==> config.mk <==
export PLATFORM = sky130hd
export DESIGN_NAME = linked_list_queue_manager_core
export DESIGN_NICKNAME = d
export VERILOG_FILES = /design/src/hw/rtl/llq_pkg.sv /design/src/hw/rtl/llq_ram.sv /design/src/hw/rtl/llq_ctrl.sv /design/src/hw/rtl/linked_list_queue_manager_core.sv
export VERILOG_INCLUDE_DIRS = /design/src /design/src/hw/rtl
export SDC_FILE = /design/constraint.sdc
export NUM_CORES = 1
export LEC_CHECK = 0
export BUFFER_PORTS_ARGS = -buffer_cell sky130_fd_sc_hd__buf_2
export CORE_MARGIN = 1.5
export CORE_UTILIZATION = 38
export DETAILED_ROUTE_END_ITERATION = 10
export GPL_TIMING_DRIVEN = 1
export PLACE_DENSITY = 0.56
export SLEW_MARGIN = 20
export SYNTH_ARGS = -nofsm -noshare
export SYNTH_HDL_FRONTEND = slang
export SYNTH_SLANG_ARGS = --single-unit
==> constraint.sdc <==
create_clock -name clk -period 6.25 [get_ports clk]
set_input_delay 0.9375 -clock clk [delete_from_list [all_inputs] [get_ports clk]]
set_output_delay 0.9375 -clock clk [all_outputs]
set_load 0.05 [all_outputs]
==> src/hw/rtl/assert_macros.svh <==
// assertion macros shared by the rtl files of the queue manager
// no dependencies; included inside module bodies
`ifndef ASSERT_MACROS_SVH
`define ASSERT_MACROS_SVH

// property checked at every rising edge, masked while reset is asserted
`define ASSERT_CLK(lbl, clk, rst_n, prop) \
	lbl: assert property (@(posedge clk) disable iff (!rst_n) (prop)) \
	else $error("queue manager check failed");

// condition that must never be seen at a rising edge
`define ASSERT_NEVER(lbl, clk, rst_n, cond) \
	`ASSERT_CLK(lbl, clk, rst_n, !(cond))

`endif

==> src/hw/rtl/llq_pkg.sv <==
// shared types and constants of the linked list queue manager
// no dependencies
`default_nettype none

package llq_pkg;

	localparam int IDX_W     = 6;
	localparam int CNT_W     = 7;
	localparam int NODES_DEF = 64;

	localparam logic [1:0] REQ_APPEND = 2'd0;
	localparam logic [1:0] REQ_REMOVE = 2'd1;
	localparam logic [1:0] REQ_QUERY  = 2'd2;

	typedef enum logic [1:0] {
		ST_OK     = 2'd0,
		ST_LINKED = 2'd1,
		ST_EMPTY  = 2'd2,
		ST_ABSENT = 2'd3
	} status_t;

	typedef struct packed {
		logic [1:0]       req_type;
		logic [IDX_W-1:0] node_index;
	} req_t;

	typedef struct packed {
		status_t          status;
		logic             is_member;
		logic [CNT_W-1:0] element_count;
		logic [IDX_W-1:0] head_index;
		logic             head_valid;
	} rsp_t;

endpackage

`default_nettype wire

==> src/hw/rtl/llq_ram.sv <==
// generic single write port ram with registered read
// no dependencies
`default_nettype none

module llq_ram #(
	parameter int WIDTH = 6,
	parameter int DEPTH = 64
) (
	input  wire logic                     clk,
	input  wire logic                     we,
	input  wire logic [$clog2(DEPTH)-1:0] waddr,
	input  wire logic [WIDTH-1:0]         wdata,
	input  wire logic                     re,
	input  wire logic [$clog2(DEPTH)-1:0] raddr,
	output logic      [WIDTH-1:0]         rdata
);

	logic [WIDTH-1:0] mem_q [DEPTH];

	always_ff @(posedge clk) begin
		if (we) begin
			mem_q[waddr] <= wdata;
		end
		if (re) begin
			rdata <= mem_q[raddr];
		end
	end

endmodule

`default_nettype wire

==> src/hw/rtl/llq_ctrl.sv <==
// request sequencer: pointer tables, linked flags, head and count
// depends on llq_pkg, llq_ram and assert_macros.svh
`default_nettype none

module llq_ctrl #(
	parameter int NODES = llq_pkg::NODES_DEF
) (
	input  wire logic          clk,
	input  wire logic          arst_n,
	input  wire logic          start,
	input  wire llq_pkg::req_t req,
	output logic               idle,
	output logic               res_valid,
	input  wire logic          res_ready,
	output llq_pkg::rsp_t      res
);

	import llq_pkg::*;
	`include "assert_macros.svh"

	// only indices reachable through the 6-bit field are ever stored
	localparam int DEPTH = (NODES < (1 << IDX_W)) ? NODES : (1 << IDX_W);
	localparam int PTR_W = $clog2(DEPTH);
	localparam logic [12:0] NODES_L = 13'(NODES);

	typedef enum logic [1:0] {
		S_IDLE,
		S_EXEC,
		S_LINK,
		S_FIN
	} state_t;

	state_t           state_q;
	logic [1:0]       req_q;
	logic [IDX_W-1:0] node_q;
	status_t          status_q;
	logic [PTR_W-1:0] head_q;
	logic [CNT_W-1:0] count_q;
	logic [DEPTH-1:0] linked_q;

	logic             nx_we, pv_we, rd_en;
	logic [PTR_W-1:0] nx_waddr, nx_wdata, nx_raddr, nx_rdata;
	logic [PTR_W-1:0] pv_waddr, pv_wdata, pv_raddr, pv_rdata;

	logic [PTR_W-1:0] node_a;
	logic             in_range, flag, empty;
	logic             append_ok, remove_ok;
	status_t          status_d;
	logic [CNT_W-1:0] count_step, count_nx;

	llq_ram #(.WIDTH(PTR_W), .DEPTH(DEPTH)) u_next (
		.clk   (clk),
		.we    (nx_we),
		.waddr (nx_waddr),
		.wdata (nx_wdata),
		.re    (rd_en),
		.raddr (nx_raddr),
		.rdata (nx_rdata)
	);

	llq_ram #(.WIDTH(PTR_W), .DEPTH(DEPTH)) u_prev (
		.clk   (clk),
		.we    (pv_we),
		.waddr (pv_waddr),
		.wdata (pv_wdata),
		.re    (rd_en),
		.raddr (pv_raddr),
		.rdata (pv_rdata)
	);

	assign node_a   = node_q[PTR_W-1:0];
	assign in_range = {7'd0, node_q} < NODES_L;
	assign flag     = in_range && linked_q[node_a];
	assign empty    = (count_q == '0);

	assign append_ok = (req_q == REQ_APPEND) && in_range && !flag;
	assign remove_ok = (req_q == REQ_REMOVE) && !empty && flag;

	// one adder serves both append and remove
	assign count_step = (req_q == REQ_REMOVE) ? {CNT_W{1'b1}} : CNT_W'(1);
	assign count_nx   = count_q + count_step;

	always_comb begin
		status_d = ST_OK;
		case (req_q)
			REQ_APPEND: begin
				if (!in_range) begin
					status_d = ST_ABSENT;
				end else if (flag) begin
					status_d = ST_LINKED;
				end
			end
			REQ_REMOVE: begin
				if (empty) begin
					status_d = ST_EMPTY;
				end else if (!flag) begin
					status_d = ST_ABSENT;
				end
			end
			default: status_d = ST_OK;
		endcase
	end

	// table ports: reads issued on accept, data used in exec and link
	always_comb begin
		rd_en    = (state_q == S_IDLE) && start;
		nx_raddr = req.node_index[PTR_W-1:0];
		pv_raddr = (req.req_type == REQ_REMOVE) ? req.node_index[PTR_W-1:0] : head_q;
		nx_we    = 1'b0;
		pv_we    = 1'b0;
		nx_waddr = node_a;
		nx_wdata = node_a;
		pv_waddr = node_a;
		pv_wdata = node_a;
		unique case (state_q)
			S_EXEC: begin
				if (append_ok && empty) begin
					nx_we = 1'b1;
					pv_we = 1'b1;
				end else if (append_ok) begin
					// pv_rdata is the tail here
					nx_we    = 1'b1;
					nx_waddr = pv_rdata;
					pv_we    = 1'b1;
					pv_waddr = head_q;
				end else if (remove_ok) begin
					nx_we    = 1'b1;
					nx_waddr = pv_rdata;
					nx_wdata = nx_rdata;
					pv_we    = 1'b1;
					pv_waddr = nx_rdata;
					pv_wdata = pv_rdata;
				end
			end
			S_LINK: begin
				nx_we    = 1'b1;
				nx_wdata = head_q;
				pv_we    = 1'b1;
				pv_wdata = pv_rdata;
			end
			default: begin
			end
		endcase
	end

	always_ff @(posedge clk or negedge arst_n) begin
		if (!arst_n) begin
			state_q  <= S_IDLE;
			req_q    <= REQ_QUERY;
			node_q   <= '0;
			status_q <= ST_OK;
			head_q   <= '0;
			count_q  <= '0;
			linked_q <= '0;
		end else begin
			unique case (state_q)
				S_IDLE: begin
					if (start) begin
						req_q   <= req.req_type;
						node_q  <= req.node_index;
						state_q <= S_EXEC;
					end
				end
				S_EXEC: begin
					status_q <= status_d;
					state_q  <= S_FIN;
					if (append_ok) begin
						linked_q[node_a] <= 1'b1;
						count_q          <= count_nx;
						if (empty) begin
							head_q <= node_a;
						end else begin
							state_q <= S_LINK;
						end
					end else if (remove_ok) begin
						linked_q[node_a] <= 1'b0;
						count_q          <= count_nx;
						if (head_q == node_a) begin
							head_q <= nx_rdata;
						end
					end
				end
				S_LINK: begin
					state_q <= S_FIN;
				end
				S_FIN: begin
					if (res_ready) begin
						state_q <= S_IDLE;
					end
				end
				default: state_q <= S_IDLE;
			endcase
		end
	end

	assign idle      = (state_q == S_IDLE);
	assign res_valid = (state_q == S_FIN);

	always_comb begin
		res.status        = status_q;
		res.is_member     = flag;
		res.element_count = count_q;
		res.head_index    = empty ? '0 : IDX_W'(head_q);
		res.head_valid    = !empty;
	end

	`ASSERT_CLK(a_count_bound, clk, arst_n, count_q <= CNT_W'(DEPTH))
	`ASSERT_CLK(a_head_linked, clk, arst_n, !empty |-> linked_q[head_q])
	`ASSERT_CLK(a_count_hold, clk, arst_n, state_q != S_EXEC |=> $stable(count_q))

endmodule

`default_nettype wire

==> src/hw/rtl/linked_list_queue_manager_core.sv <==
// top level of the circular doubly linked queue manager
// depends on llq_pkg, llq_ctrl and assert_macros.svh
//
//   channel  signals                      item
//   req      req_valid req_ready req      req_type, node_index
//   rsp      rsp_valid rsp_ready rsp      status, is_member, count, head
//
// append to a non-empty queue takes an extra step; the steps of every request are
// accept, table update, (second pointer write), result hand-off
// the extra step is set by the single write port of each pointer table
// arst_n clears state, head, count and every linked flag; tables stay unknown
// a result waits in the output register while the next item is taken in
// the sequencer only halts at hand-off while that register is full and rsp_ready is low
`default_nettype none

module linked_list_queue_manager_core #(
	parameter int NODES = llq_pkg::NODES_DEF
) (
	input  wire logic          clk,
	input  wire logic          arst_n,
	input  wire logic          req_valid,
	output logic               req_ready,
	input  wire llq_pkg::req_t req,
	output logic               rsp_valid,
	input  wire logic          rsp_ready,
	output llq_pkg::rsp_t      rsp
);

	import llq_pkg::*;
	`include "assert_macros.svh"

	logic  start;
	logic  ctrl_idle;
	logic  res_valid;
	logic  res_ready;
	rsp_t  res;
	logic  rsp_valid_q;
	rsp_t  rsp_q;

	// new items only while the sequencer is idle
	assign req_ready = ctrl_idle;
	assign start     = req_valid && req_ready;

	llq_ctrl #(.NODES(NODES)) u_ctrl (
		.clk       (clk),
		.arst_n    (arst_n),
		.start     (start),
		.req       (req),
		.idle      (ctrl_idle),
		.res_valid (res_valid),
		.res_ready (res_ready),
		.res       (res)
	);

	// output register parts the result side from the sequencer
	assign res_ready = !rsp_valid_q || rsp_ready;

	always_ff @(posedge clk or negedge arst_n) begin
		if (!arst_n) begin
			rsp_valid_q <= 1'b0;
		end else begin
			if (res_valid && res_ready) begin
				rsp_valid_q <= 1'b1;
			end else if (rsp_ready) begin
				rsp_valid_q <= 1'b0;
			end
		end
	end

	// payload register, no reset
	always_ff @(posedge clk) begin
		if (res_valid && res_ready) begin
			rsp_q <= res;
		end
	end

	assign rsp_valid = rsp_valid_q;
	assign rsp       = rsp_q;

	// an accepted item keeps the sequencer busy the following cycle
	`ASSERT_CLK(a_busy_after_accept, clk, arst_n, start |=> !req_ready)

endmodule

`default_nettype wire
; ---- Yosys cells after proc, flatten, opt, wreduce, memory -nomap -nowiden
; Memories as Yosys holds them, arrays and structs flattened. A register that Yosys moved wholly into a read port is not among the register bits.
; Index checks and enable logic that the tools add are counted.
[classes]
n_bitwise = 3
n_shift = 0
n_addsub = 1
n_mux = 45
n_eq_ne = 9
order_cmp = 2
n_reduce_logical = 22
div = 0
n_mul = 0
[ops]
columns = op, count
row1 = 64-bit two-way mux, 2
row2 = 6-bit two-way mux, 17
row3 = 64-bit AND, 1
row4 = 64-bit inverter, 1
row5 = 64-bit OR, 1
row6 = 6-bit case mux with 2 select lines, 2
row7 = 7-bit two-way mux, 3
row8 = 1-bit two-way mux, 11
row9 = 2-bit two-way mux, 5
row10 = 1-bit logical AND, 8
row11 = 2-bit case mux with 4 select lines, 1
row12 = 7-bit adder, 1
row13 = 7-bit zero test, 1
row14 = "6-bit by 7-bit < comparator with 1-bit output, second input constant", 1
row15 = 1-bit binary-select mux with 6-bit select, 1
row16 = 1-bit demux with 6-bit select, 1
row17 = "2-bit by 1-bit == test with 1-bit output, second input constant", 3
row18 = 6-bit == test, 1
row19 = "6-bit by 1-bit greater-or-equal comparator with 1-bit output, second input constant", 1
row20 = "2-bit by 1-bit inequality test with 1-bit output, second input constant", 3
row21 = 2-bit AND reduction, 3
row22 = 2-bit nonzero test, 3
row23 = "2-bit == test, second input constant", 2
row24 = 2-bit zero test, 2
row25 = 5 further kinds, 7
[word_totals]
wordCells = 97
ramBits = 768
reg_bits = 107
n_memories = 2
in_bits = 12
romBits = 0
latchBits = 0
[memory_table]
columns = name, words, width, rd, rd_clocked_by_memory_dff, wr, line_no
row1 = u_ctrl.u_next.mem_q, 64, 6, 1, 1, 1, llq_ram.sv:18  ; logic [WIDTH-1:0] mem_q [DEPTH];
row2 = u_ctrl.u_prev.mem_q, 64, 6, 1, 1, 1, llq_ram.sv:18

; ---- Longest topological paths before layout
; Gate-level depths: netlist of the first run.
[depth]
word_depth = 10
depth_mapped = 15

; ---- Cells and area by module
; Synthesis of the first run repeated with hierarchy kept, for this count alone.
[unflattened]
hier_cells = 2051
area_unflattened_um2 = 37457.2
[modules_own_cells]
columns = mod, cells_each, seq_area_each_um2, instances, area_per_inst_um2
row1 = llq_ram, 720, 11711.2, 2, 15285.9
row2 = llq_ctrl, 589, 2228.4, 1, 6314.8
row3 = linked_list_queue_manager_core, 22, 535.5, 1, 570.5

; ---- Least setup slack after synthesis of the first run
; Ideal clock, no wire load.
[synth_path]
path_type = register to register
startpoint = register u_ctrl.node_q[0], in the netlist u_ctrl.node_a[0]
endpoint = memory u_ctrl.u_next.mem_q[0][0], data pin
t_arrival_ps = 4023
setup_slack_ps = 1639
setup_time_ps = 588
path_stages_with_launch = 11
period_less_slack_ps = 4611
path_cell_list = dfrtp_1 buf_4 buf_4 mux4_2 mux2i_1 o22ai_1 nor3_2 nand2_4 nand2_1 o21ai_0 a31oi_1
[synth_rtl]
columns = item, line_no
row1 = "start, declared", llq_ctrl.sv:35  ; logic [IDX_W-1:0] node_q;
row2 = "start signal, assigned", llq_ctrl.sv:160  ; node_q <= req.node_index;
row3 = "end, declared", llq_ram.sv:18

; ---- Worst setup path after layout of the first run
[layout_path]
startpoint = register u_ctrl.node_q[1], in the netlist u_ctrl.node_a[1]
endpoint = memory u_ctrl.u_prev.mem_q[63][3], enable pin
[layout_between]
elab_chain_len = 9
[layout_lines]
columns = item, line_no
row1 = 1-bit binary-select mux with 6-bit select, llq_ctrl.sv:73  ; assign flag = in_range && linked_q[node_a];
row2 = 1-bit two-way mux (not written as such), llq_ctrl.sv:73
row3 = 1-bit logical AND / 1-bit zero test (equally long branches), "llq_ctrl.sv:77, llq_ctrl.sv:76"
row4 = 1-bit two-way mux / 1-bit logical AND (equally long branches), "llq_ctrl.sv:126, llq_ctrl.sv:76"
row5 = 1-bit two-way mux / 1-bit logical AND (equally long branches), "llq_ctrl.sv:120, llq_ctrl.sv:117"
row6 = 1-bit two-way mux, llq_ctrl.sv:117  ; if (append_ok && empty) begin
row7 = 1-bit case mux with 2 select lines, llq_ctrl.sv:115  ; unique case (state_q)
row8 = 1-bit two-way mux, llq_ram.sv:21  ; if (we) begin
row9 = 1-bit two-way mux (not written as such), llq_ram.sv:22  ; mem_q[waddr] <= wdata;
row10 = "end, declared", llq_ram.sv:18
; Several ways; a longest one is shown, not always the timed one. The select of a mux whose other input is x is not followed.

==> summary.txt, run 1 <==
Status
  • Status: complete, no violations

STA
  • Final Skew: 0.0403 ns
  • Final critical-path share of the clock period: 0.912
  • Setup TNS: 0 ns
  • Final Setup Violations: 0
  • Final hold vios: 0
  • Minimum clock period after layout: 5.70 ns
  • Slew Viols, Final: 0
  • Max transition margin: 0.272
  • Fmax achieved: 175 MHz
  • Measured slew at the worst slew-check pin: 1.07 ns
  • RSZ-0062 raised after global routing: no

Route
  • # DRC: 0
  • Initial DRC count: 2101
  • Via Count: 19200
  • Via density per instance: 5.60
  • Initial DRT Pass Iterations: 7
  • Final wirelength: 87.6 mm
  • DR WL/cell: 25.6 µm
  • Antenna-violating nets left: 0

Placement
  • Routability cong.: 0.853
  • Hpwl dp: 54.3 mm
  • IO Port Bufs: 30

Synthesis
  • Sequential fraction of the synthesis area: 0.714
  • Post-synth top flop: edfxtp_1
  • Synth Register Bits: 887
  • Syn_area_per_cell: 18.3 µm²
  • Cell count after synthesis: 2004
  • Top cell type's share of synthesized area: 0.652
  • Post-synthesis cell type count: 79
  • Post-Syn Area: 36700 µm²
  • Synth top area cells: edfxtp_1, mux4_2, dfrtp_1
  • YS warnings: 0
  • EDFF count, synth: 797
  • Cell taking the most area after synthesis: edfxtp_1
  • Async SR Flop Fraction: 0.101
  • Syn_nets: 2026

Global route
  • GRT Total Usage: 0.179
  • Initial antenna violation count: 1
  • First-pass GRT wire length: 131 mm
  • Largest net degree at the start of global routing: 65
  • Global route overflow: 0
  • Vias in the first global route: 19700

Clock tree
  • Clock Latency Late Sink: 0.65 ns
  • TritonCTS clock tree: built
  • CTS H-tree lvls: 3
  • Cells resized by post-CTS repair: 0
  • Clock Pin Slew Worst Setup and Hold Paths: 0.07 ns
  • Max Root-Sink Buffers: 3
  • Sink Count: 887
  • CTS buffer count: 88
  • Postcts setup bufs: 0
  • Root Driver: clkbuf_16
  • Hold-fix buffers, CTS: 0

Power and ir drop
  • P_leak: 13.6 nW
  • Pwr/cell area: 450 nW/µm²
  • Max VDD drop: 470 µV
  • Total power draw: 18.7 mW

Run
  • Max cap viols: 0

Setup path
  • Critical path type: flop to flop
  • CP required: 6.50 ns
  • Critical path peak fanout: 28
  • Crit end category: flop
  • CP startpoint: u_ctrl.node_a[1]$_DFFE_PN0P_
  • Worst path arrival time: 5.95 ns
  • Type of origin of the critical path: flop
  • RR Startpoint: u_ctrl.node_a[1]$_DFFE_PN0P_

Finish
  • Ant diodes: 0
  • Nets: 2108
  • Layout cells sized above 1: 0.273
  • Layout area overhead: 13.1%

Floorplanning
  • Core box area: 95300 µm²
  • Die width: 314 µm
  • Starting Density: 0.385
  • Die ar.: 98400 µm²
  • Die Ht: 314 µm
  • Row cnt: 113
  • Number of top-level pins: 31

Worst hold path
  • Hold Path Class: input pin to asynchronous set/reset pin
==> flip-flops by register name, indices dropped and copies added, names as in the netlist, 6 cells and up, named ones only <==
register and cells:
u_ctrl.head_q 6, rsp 17, u_ctrl.u_next.rdata 6, u_ctrl.node_a 6, u_ctrl.u_next.mem_q 384, u_ctrl.u_prev.rdata 6, u_ctrl.count_q 7, u_ctrl.u_prev.mem_q 384
==> routing by layer <==
metal	up-vias	part of all wire	GRT usage	routed length, µm
met2	666	0.48	0.284	41600
met4	0	0.021	0.0486	1880
met1	10100	0.44	0.252	38400
met5	-	0	0	0
li1	8271	-	-	-
met3	127	0.065	0.0362	5670
==> power breakdown <==
part / leakage, nW / switching, mW / total (mW) / internal (mW)
Sequential: 8.48 / 0.242 / 8.47 / 8.22
Combinational: 3.75 / 3.72 / 5.05 / 1.33
Clock: 1.37 / 2.24 / 5.15 / 2.91
==> cell type report <==
| cell class | count | area (µm²) |
|---|---|---|
| multi-input combinational | 978 | 10000 |
| tap | 1265 | 1580 |
| sequential | 887 | 26200 |
| inverter | 12 | 45.0 |
| clock inverter | 50 | 438 |
| fill | 8196 | 53800 |
| clock buffer | 111 | 2370 |
| timing repair buffer | 119 | 867 |
==> through the flow <==
step / std cells / utilization / hold WS [ns] / instance area [µm²] / worst slack [ns]
after CTS: 3422 / 0.435 / 0.201 / 41500 / 0.603
after global placement: 3261 / 0.406 / 0.442 / 38700 / 0.789
after floorplan: 2004 / - / 0.425 / 36700 / 1.64
after detailed placement: 3261 / 0.406 / 0.444 / 38700 / 0.622
after global routing: 3422 / 0.436 / 0.226 / 41500 / 0.202
final: 3422 / 0.436 / 0.225 / 41500 / 0.549
==> path summary, 6_finish.rpt <==
kind | depth (start not counted) | to | slack, ns
worst max-delay path | 12 | u_ctrl.u_prev.mem_q[63][3]$_DFFE_PP_ | 0.55
worst min register to register | 0 | rsp[16]$_DFFE_PP_ | 0.46
min in group clk | 0 | rsp[16]$_DFFE_PP_ | 0.46
worst max register to register | 12 | u_ctrl.u_prev.mem_q[63][3]$_DFFE_PP_ | 0.55
max in group asynchronous | 2 | rsp_valid$_DFFE_PN0P_ | 4.82
worst min-delay path | 1 | asynchronous set/reset pin | 0.23
==> cells by family after synthesis <==
| group | Yosys count | synth area share |
|---|---|---|
| fa+ha+maj | 10 | 0.00361 |
| mux | 311 | 0.163 |
| compound gates | 213 | 0.0414 |
| xor+xnor | 13 | 0.00310 |
| buf+inv | 139 | 0.0159 |
| flops | 887 | 0.714 |
| simple gates | 431 | 0.0591 |
==> synth_stat cells, drive strengths merged (33+ instances only) <==
cell type and n:
buf 50, nor3 79, mux2 60, o21ai 41
nor2 105, mux4 224, nand2 123, clkbuf 77
edfxtp 797, dfrtp 89, and2 33
==> placed cells by master (no fill, tap or decap), types with 8 or more instances in the layout <==
cell type and count:
nor2b_1 21, buf_4 88, nand2_1 122, nand2b_1 11, o21ai_0 38, buf_2 27, a22o_2 11, mux4_2 224
ha_1 9, a21o_1 8, edfxtp_1 797, and2_1 32, clkinv_1 14, dfrtp_1 89, nor2_1 102, clkinv_2 20
clkbuf_16 91, mux2i_1 21, nand3_1 23, xnor2_1 10, a22o_1 13, clkbuf_1 18, o31ai_1 15, nor3_2 12
mux2_2 60, nor3_1 64, inv_1 10, a211oi_1 32, a31oi_1 15, a311oi_1 12, a21oi_1 30
==> critical path, stage by stage (launching register included) <==
cell and delay [ns]:
dfrtp_1 0.84, buf_4 0.35, nor2_1 0.08, a21oi_1 0.22
a211oi_1 0.11, or4_4 0.57, nor3_4 0.38, a21oi_1 0.12
buf_4 0.20, o21ai_4 0.70, a22o_1 0.37, nand3_1 0.48
nor3_1 0.85
Power figures use the tool's default switching activity.
==> run 2, diff against run 1 <==
==> constraint.sdc (replaced) <==
create_clock -name clk -period 6.8 [get_ports clk]
set_input_delay 1.02 -clock clk [delete_from_list [all_inputs] [get_ports clk]]
set_output_delay 1.02 -clock clk [all_outputs]
set_load 0.05 [all_outputs]
==> run 2 against run 1 <==
Effect of this change: die area unchanged; via count about the same; flip-flop and latch count unchanged; total power down 5.9%; core utilization up 0.15 points; setup slack better by 0.53 ns; critical path depth down 2; combinational power down 10%; sequential share of layout area down 0.22 points; count of clock-buffer cells in the layout down 2.
==> summary.txt, run 2 (synthesized netlist as in run 1, its figures left out) <==
STA
  • Final Skew: 0.0338 ns (-0.00653 ns)
  • Measured slew at the worst slew-check pin: 1.09 ns (+0.0173 ns)
  • Final Setup Violations: 0 (unchanged)
  • Slew Viols, Final: 0 (unchanged)
  • Minimum clock period after layout: 5.73 ns (+0.0245 ns)
  • Final hold vios: 0 (unchanged)
  • Setup TNS: 0 ns (unchanged)
  • Fmax achieved: 175 MHz (-0.43%)
  • Final critical-path share of the clock period: 0.842 (-0.0702)
  • Final worst slack: 1.07 ns (+0.525 ns)
  • Max transition margin: 0.255 (-0.0170)
  • RSZ-0062 raised after global routing: no
  • Hold Slack: 0.339 ns (+0.114 ns)

Run
  • Max cap viols: 0 (unchanged)

Placement
  • IO Port Bufs: 30 (unchanged)
  • Routability cong.: 0.863 (+1.1%)
  • Setup slack at placement: 1.15 ns (+0.528 ns)
  • Post-placement cell count: 3231 (-0.92%)
  • Hpwl dp: 54.5 mm (+0.30%)
  • Cell Area, Placed: 38500 µm² (-0.60%)

Floorplanning
  • Core box area: 95300 µm² (unchanged)
  • Row cnt: 113 (unchanged)
  • Starting Density: 0.385 (unchanged)
  • Number of top-level pins: 31 (unchanged)
  • Die width: 314 µm (unchanged)
  • Die ar.: 98400 µm² (unchanged)
  • Die Ht: 314 µm (unchanged)

Clock tree
  • Sink Count: 887 (unchanged)
  • Max Root-Sink Buffers: 3 (unchanged)
  • Clock Pin Slew Worst Setup and Hold Paths: 0.06 ns (about the same)
  • CTS buffer count: 93 (+5.7%)
  • Cells resized by post-CTS repair: 0 (unchanged)
  • Postcts setup bufs: 0 (unchanged)
  • CTS H-tree lvls: 3 (unchanged)
  • Clock Latency Late Sink: 0.65 ns (about the same)
  • TritonCTS clock tree: built
  • Hold-fix buffers, CTS: 0 (unchanged)
  • Root Driver: clkbuf_16

Setup path
  • Critical path peak fanout: 28 (unchanged)
  • Worst path arrival time: 6.00 ns (+0.05 ns)
  • Critical path type: flop to flop
  • Type of origin of the critical path: flop
  • Crit end category: flop
  • CP required: 7.08 ns (+0.58 ns)

Global route
  • Largest net degree at the start of global routing: 97 (+49%)
  • Global route overflow: 0 (unchanged)
  • Vias in the first global route: 19700 (+0.061%)
  • GRT Total Usage: 0.177 (-0.00198)
  • First-pass GRT wire length: 130 mm (-0.58%)
  • Initial antenna violation count: 0 (-1)

Finish
  • Final Cell Area: 41600 µm² (+0.35%)
  • Final core occ: 0.437 (+0.00154)
  • Layout cells sized above 1: 0.271 (-0.00216)
  • Layout area overhead: 13.5%
  • Post-route insts no fill: 3406 (-0.47%)
  • Most common cell after layout, fill and taps aside: edfxtp_1
  • Most frequent cells in the layout: edfxtp_1, mux4_2, nand2_1
  • Nets: 2083 (-1.2%)
  • Ant diodes: 0 (unchanged)

Route
  • Via Count: 19200 (-0.052%)
  • Antenna-violating nets left: 0 (unchanged)
  • Via density per instance: 5.62 (+0.42%)
  • Final wirelength: 86.8 mm (-0.86%)
  • DR WL/cell: 25.5 µm (-0.40%)
  • Initial DRC count: 1796 (-15%)
  • # DRC: 0 (unchanged)
  • Initial DRT Pass Iterations: 5 (-2)

Power and ir drop
  • P_leak: 13.6 nW (+0.23%)
  • Max VDD drop: 358 µV (-24%)
  • Pwr/cell area: 422 nW/µm² (-6.2%)
  • Total power draw: 17.6 mW (-5.9%)

Status
  • Status: complete, no violations

Worst hold path
  • Hold Path Class: input pin to asynchronous set/reset pin
## run 2: changes by cell type in the layout (fill, tap and decap cells not counted), sizes merged
cell	delta
clkbuf	-2
inv	+1
buf	-30
clkinvlp	+2
clkinv	+6
bufinv	+7
## run 2: path summary, 6_finish.rpt
check                                                from                                    to  slack [ns]  cells after the start
min in group clk           u_ctrl.status_q[1]$_DFFE_PN0N_                     rsp[16]$_DFFE_PP_        0.46                      0
min reg2reg                u_ctrl.status_q[1]$_DFFE_PN0N_                     rsp[16]$_DFFE_PP_        0.46                      0
min                                                arst_n            asynchronous set/reset pin        0.34                      1
max in group asynchronous                          arst_n         u_ctrl.count_q[3]$_DFFE_PN0P_        5.31                      2
max                          u_ctrl.node_a[0]$_DFFE_PN0P_  u_ctrl.u_next.mem_q[53][5]$_DFFE_PP_        1.07                     10
max reg2reg                  u_ctrl.node_a[0]$_DFFE_PN0P_  u_ctrl.u_next.mem_q[53][5]$_DFFE_PP_        1.07                     10
## run 2: power by group
group | switching [mW] | internal [mW]
Combinational | 3.37 | 1.17
Clock | 2.15 | 3.07
Sequential | 0.258 | 7.55
## run 2: critical path, stage by stage, from the launching register on
cell,delay (ns)
dfrtp_1,0.99
nor2_1,0.16
a221oi_1,0.39
nor3_1,0.09
or4_4,0.59
nor3_4,0.40
a21oi_1,0.32
o21ai_4,0.79
mux2i_1,0.67
nand2_1,0.36
nor2_1,0.58
## run 2: final cells by class
type | count | area (µm²)
multi-input combinational | 978 | 10000
sequential | 887 | 26200
tap | 1265 | 1580
fill | 8239 | 53600
inverter | 12 | 45.0
clock inverter | 66 | 716
clock buffer | 109 | 2460
timing repair buffer | 89 | 629
## run 2: layer usage
metal	global-route usage	vias to the layer above	routed length, µm
met3	0.0317	137	4990
met1	0.252	10200	38700
li1	-	8217	-
met4	0.0493	0	1990
met2	0.280	627	41100
met5	0	-	0
==> run 3, diff against run 2 <==
==> constraint.sdc (replaced) <==
create_clock -name clk -period 5.35 [get_ports clk]
set_input_delay 0.8025 -clock clk [delete_from_list [all_inputs] [get_ports clk]]
set_output_delay 0.8025 -clock clk [all_outputs]
set_load 0.05 [all_outputs]
==> run 3 against run 2 <==
Effect of this change: total power up 28%; critical path depth is 2 higher; clock power grew 23%; flip-flop and latch count unchanged; via count barely moved; count of clock-buffer cells in the layout rose by 2.
==> summary.txt, run 3 (synthesized netlist as in run 1, its figures left out) <==
Setup path
  • Worst path arrival time: 5.52 ns (-0.48 ns)
  • Critical path type: flop to flop
  • Crit end category: flop
  • Critical path peak fanout: 21 (-25%)
  • CP required: 5.63 ns (-1.45 ns)
  • CP max stage delay: 0.62 ns (-0.37 ns)
  • CP Cell Sequence: buf_4 -> and2_1 -> a221oi_1 -> nor3_1 -> or4_4 -> or4_4 -> o31a_1 -> o21ai_4 -> buf_4 -> mux2i_1 -> nand2_1 -> nor2_1
  • Slowest CP cell: or4_4
  • Type of origin of the critical path: flop

Floorplanning
  • Die Ht: 314 µm (unchanged)
  • Core box area: 95300 µm² (unchanged)
  • Starting Density: 0.385 (unchanged)
  • Number of top-level pins: 31 (unchanged)
  • Die width: 314 µm (unchanged)
  • Row cnt: 113 (unchanged)
  • Die ar.: 98400 µm² (unchanged)

Clock tree
  • CTS H-tree lvls: 3 (unchanged)
  • Root Driver: clkbuf_16
  • Sink Count: 887 (unchanged)
  • Clock Pin Slew Worst Setup and Hold Paths: 0.07 ns (about the same)
  • Postcts setup bufs: 0 (unchanged)
  • CTS buffer count: 91 (-2.2%)
  • Clock Latency Late Sink: 0.67 ns (+0.02 ns)
  • Max Root-Sink Buffers: 3 (unchanged)
  • TritonCTS clock tree: built

Power and ir drop
  • Pwr/cell area: 532 nW/µm² (+26%)
  • P_leak: 13.9 nW (+1.7%)
  • Max VDD drop: 368 µV (+2.8%)

Run
  • Max cap viols: 0 (unchanged)

STA
  • Minimum clock period after layout: 5.24 ns (-0.484 ns)
  • Final Skew: 0.0414 ns (+0.00765 ns)
  • Final Setup Violations: 0 (unchanged)
  • Fmax achieved: 191 MHz (+9.2%)
  • Final worst slack: 0.109 ns (-0.966 ns)
  • RSZ-0062 raised after global routing: yes
  • Final hold vios: 0 (unchanged)
  • Measured slew at the worst slew-check pin: 1.05 ns (-0.0336 ns)
  • Max transition margin: 0.297 (+0.0417)
  • Slew Viols, Final: 0 (unchanged)
  • Final critical-path share of the clock period: 0.980 (+0.138)

Placement
  • Hpwl dp: 55.3 mm (+1.5%)
  • IO Port Bufs: 30 (unchanged)
  • Setup slack at placement: 0.166 ns (-0.984 ns)
  • Routability cong.: 0.862 (-0.13%)

Route
  • Final wirelength: 88.0 mm (+1.3%)
  • Via density per instance: 5.54 (-1.5%)
  • Initial DRT Pass Iterations: 7 (+2)
  • Via Count: 19200 (+0.042%)
  • Antenna-violating nets left: 0 (unchanged)
  • # DRC: 0 (unchanged)
  • Initial DRC count: 1716 (-4.5%)
  • DR WL/cell: 25.4 µm (-0.22%)

Global route
  • Vias in the first global route: 20100 (+1.8%)
  • Global route overflow: 0 (unchanged)
  • Largest net degree at the start of global routing: 98 (+1.0%)
  • Initial antenna violation count: 0 (unchanged)
  • First-pass GRT wire length: 133 mm (+1.8%)
  • GRT Total Usage: 0.181 (+0.00392)

Finish
  • Most frequent cells in the layout: edfxtp_1, mux4_2, nand2_1
  • Ant diodes: 0 (unchanged)
  • Fill count: 8199 (-0.49%)
  • Most common cell after layout, fill and taps aside: edfxtp_1
  • Final core occ: 0.442 (+0.00487)
  • Layout cells sized above 1: 0.296 (+0.0249)
  • Layout area overhead: 14.8%
  • Nets: 2142 (+2.8%)

Status
  • Status: complete, no violations

Worst hold path
  • Hold Path Class: input pin to asynchronous set/reset pin
## run 3: cell types whose count changed in the layout (fill, tap and decap cells not counted), moves of 4 or more
cell,delta
clkinv_2,-11
nor2_1,-27
clkbuf_1,+8
buf_12,+8
nor2_2,+27
buf_4,+53
clkbuf_16,-4
## run 3: path summary, 6_finish.rpt
kind / cells past startpoint / to / from / slack [ns]
hold reg to reg: 0 / rsp[16]$_DFFE_PP_ / u_ctrl.status_q[1]$_DFFE_PN0N_ / 0.48
min in group clk: 2 / u_ctrl.req_q[1]$_DFFE_PN1P_ / req[7] / 0.44
setup / recovery: 12 / u_ctrl.u_next.mem_q[49][5]$_DFFE_PP_ / u_ctrl.node_a[1]$_DFFE_PN0P_ / 0.11
setup reg to reg: 12 / u_ctrl.u_next.mem_q[49][5]$_DFFE_PP_ / u_ctrl.node_a[1]$_DFFE_PN0P_ / 0.11
hold / removal: 1 / asynchronous set/reset pin / arst_n / 0.11
max in group asynchronous: 2 / rsp_valid$_DFFE_PN0P_ / arst_n / 4.10
## run 3: layout make-up
class	instances	area, µm²	area share
Multi-Input combinational cell	978	10100	0.239
Tap cell	1265	1580	0.0376
Inverter	12	45.0	0.00107
Timing Repair Buffer	150	1190	0.0282
Sequential cell	887	26200	0.622
Clock inverter	56	663	0.0157
Clock buffer	111	2360	0.0561
## run 3: stage by stage
| stage | power [mW] | cells | hold slack, ns | TNS, ns | instance area, µm² |
|---|---|---|---|---|---|
| 3_3_place_gp | 16.1 | 3292 | 0.446 | 0 | 39000 |
| 6_report | 22.4 | 3459 | 0.115 | 0 | 42100 |
| 3_5_place_dp | 16.2 | 3292 | 0.459 | 0 | 39000 |
| 4_1_cts | 22.6 | 3459 | 0.119 | 0 | 42000 |
| 2_1_floorplan | 13.6 | 2004 | 0.425 | 0 | 36700 |
| 5_1_grt | 23.4 | 3459 | 0.150 | -10.41 | 42100 |
## run 3: per-layer routing
| layer | wire length (µm) | GRT usage | part of all wire | vias up |
|---|---|---|---|---|
| li1 | - | - | - | 8351 |
| met1 | 39000 | 0.256 | 0.44 | 10100 |
| met2 | 41700 | 0.286 | 0.47 | 587 |
| met3 | 5250 | 0.0350 | 0.060 | 135 |
| met4 | 2070 | 0.0519 | 0.024 | 0 |
| met5 | 0 | 0 | 0 | - |
## run 3: critical path: cells and delay by family, from the launching register on
kind            cells  cell delay (ns)
compound gates      3             0.85
buf+inv             2             0.55
simple gates        6             2.45
mux                 1             0.44
flops               1             0.52
## run 3: where the power goes
part	internal [mW]	switching (mW)	total [mW]
clock	3.71	2.72	6.43
sequential	9.58	0.278	9.86
combinational	1.69	4.43	6.13
total	15.0	7.43	22.4
## run 3: timing repair
action / in CTS / in global routing
hold buffers: 0 / 0
resized for setup: 0 / 27
setup endpoints to repair: 0 / 169
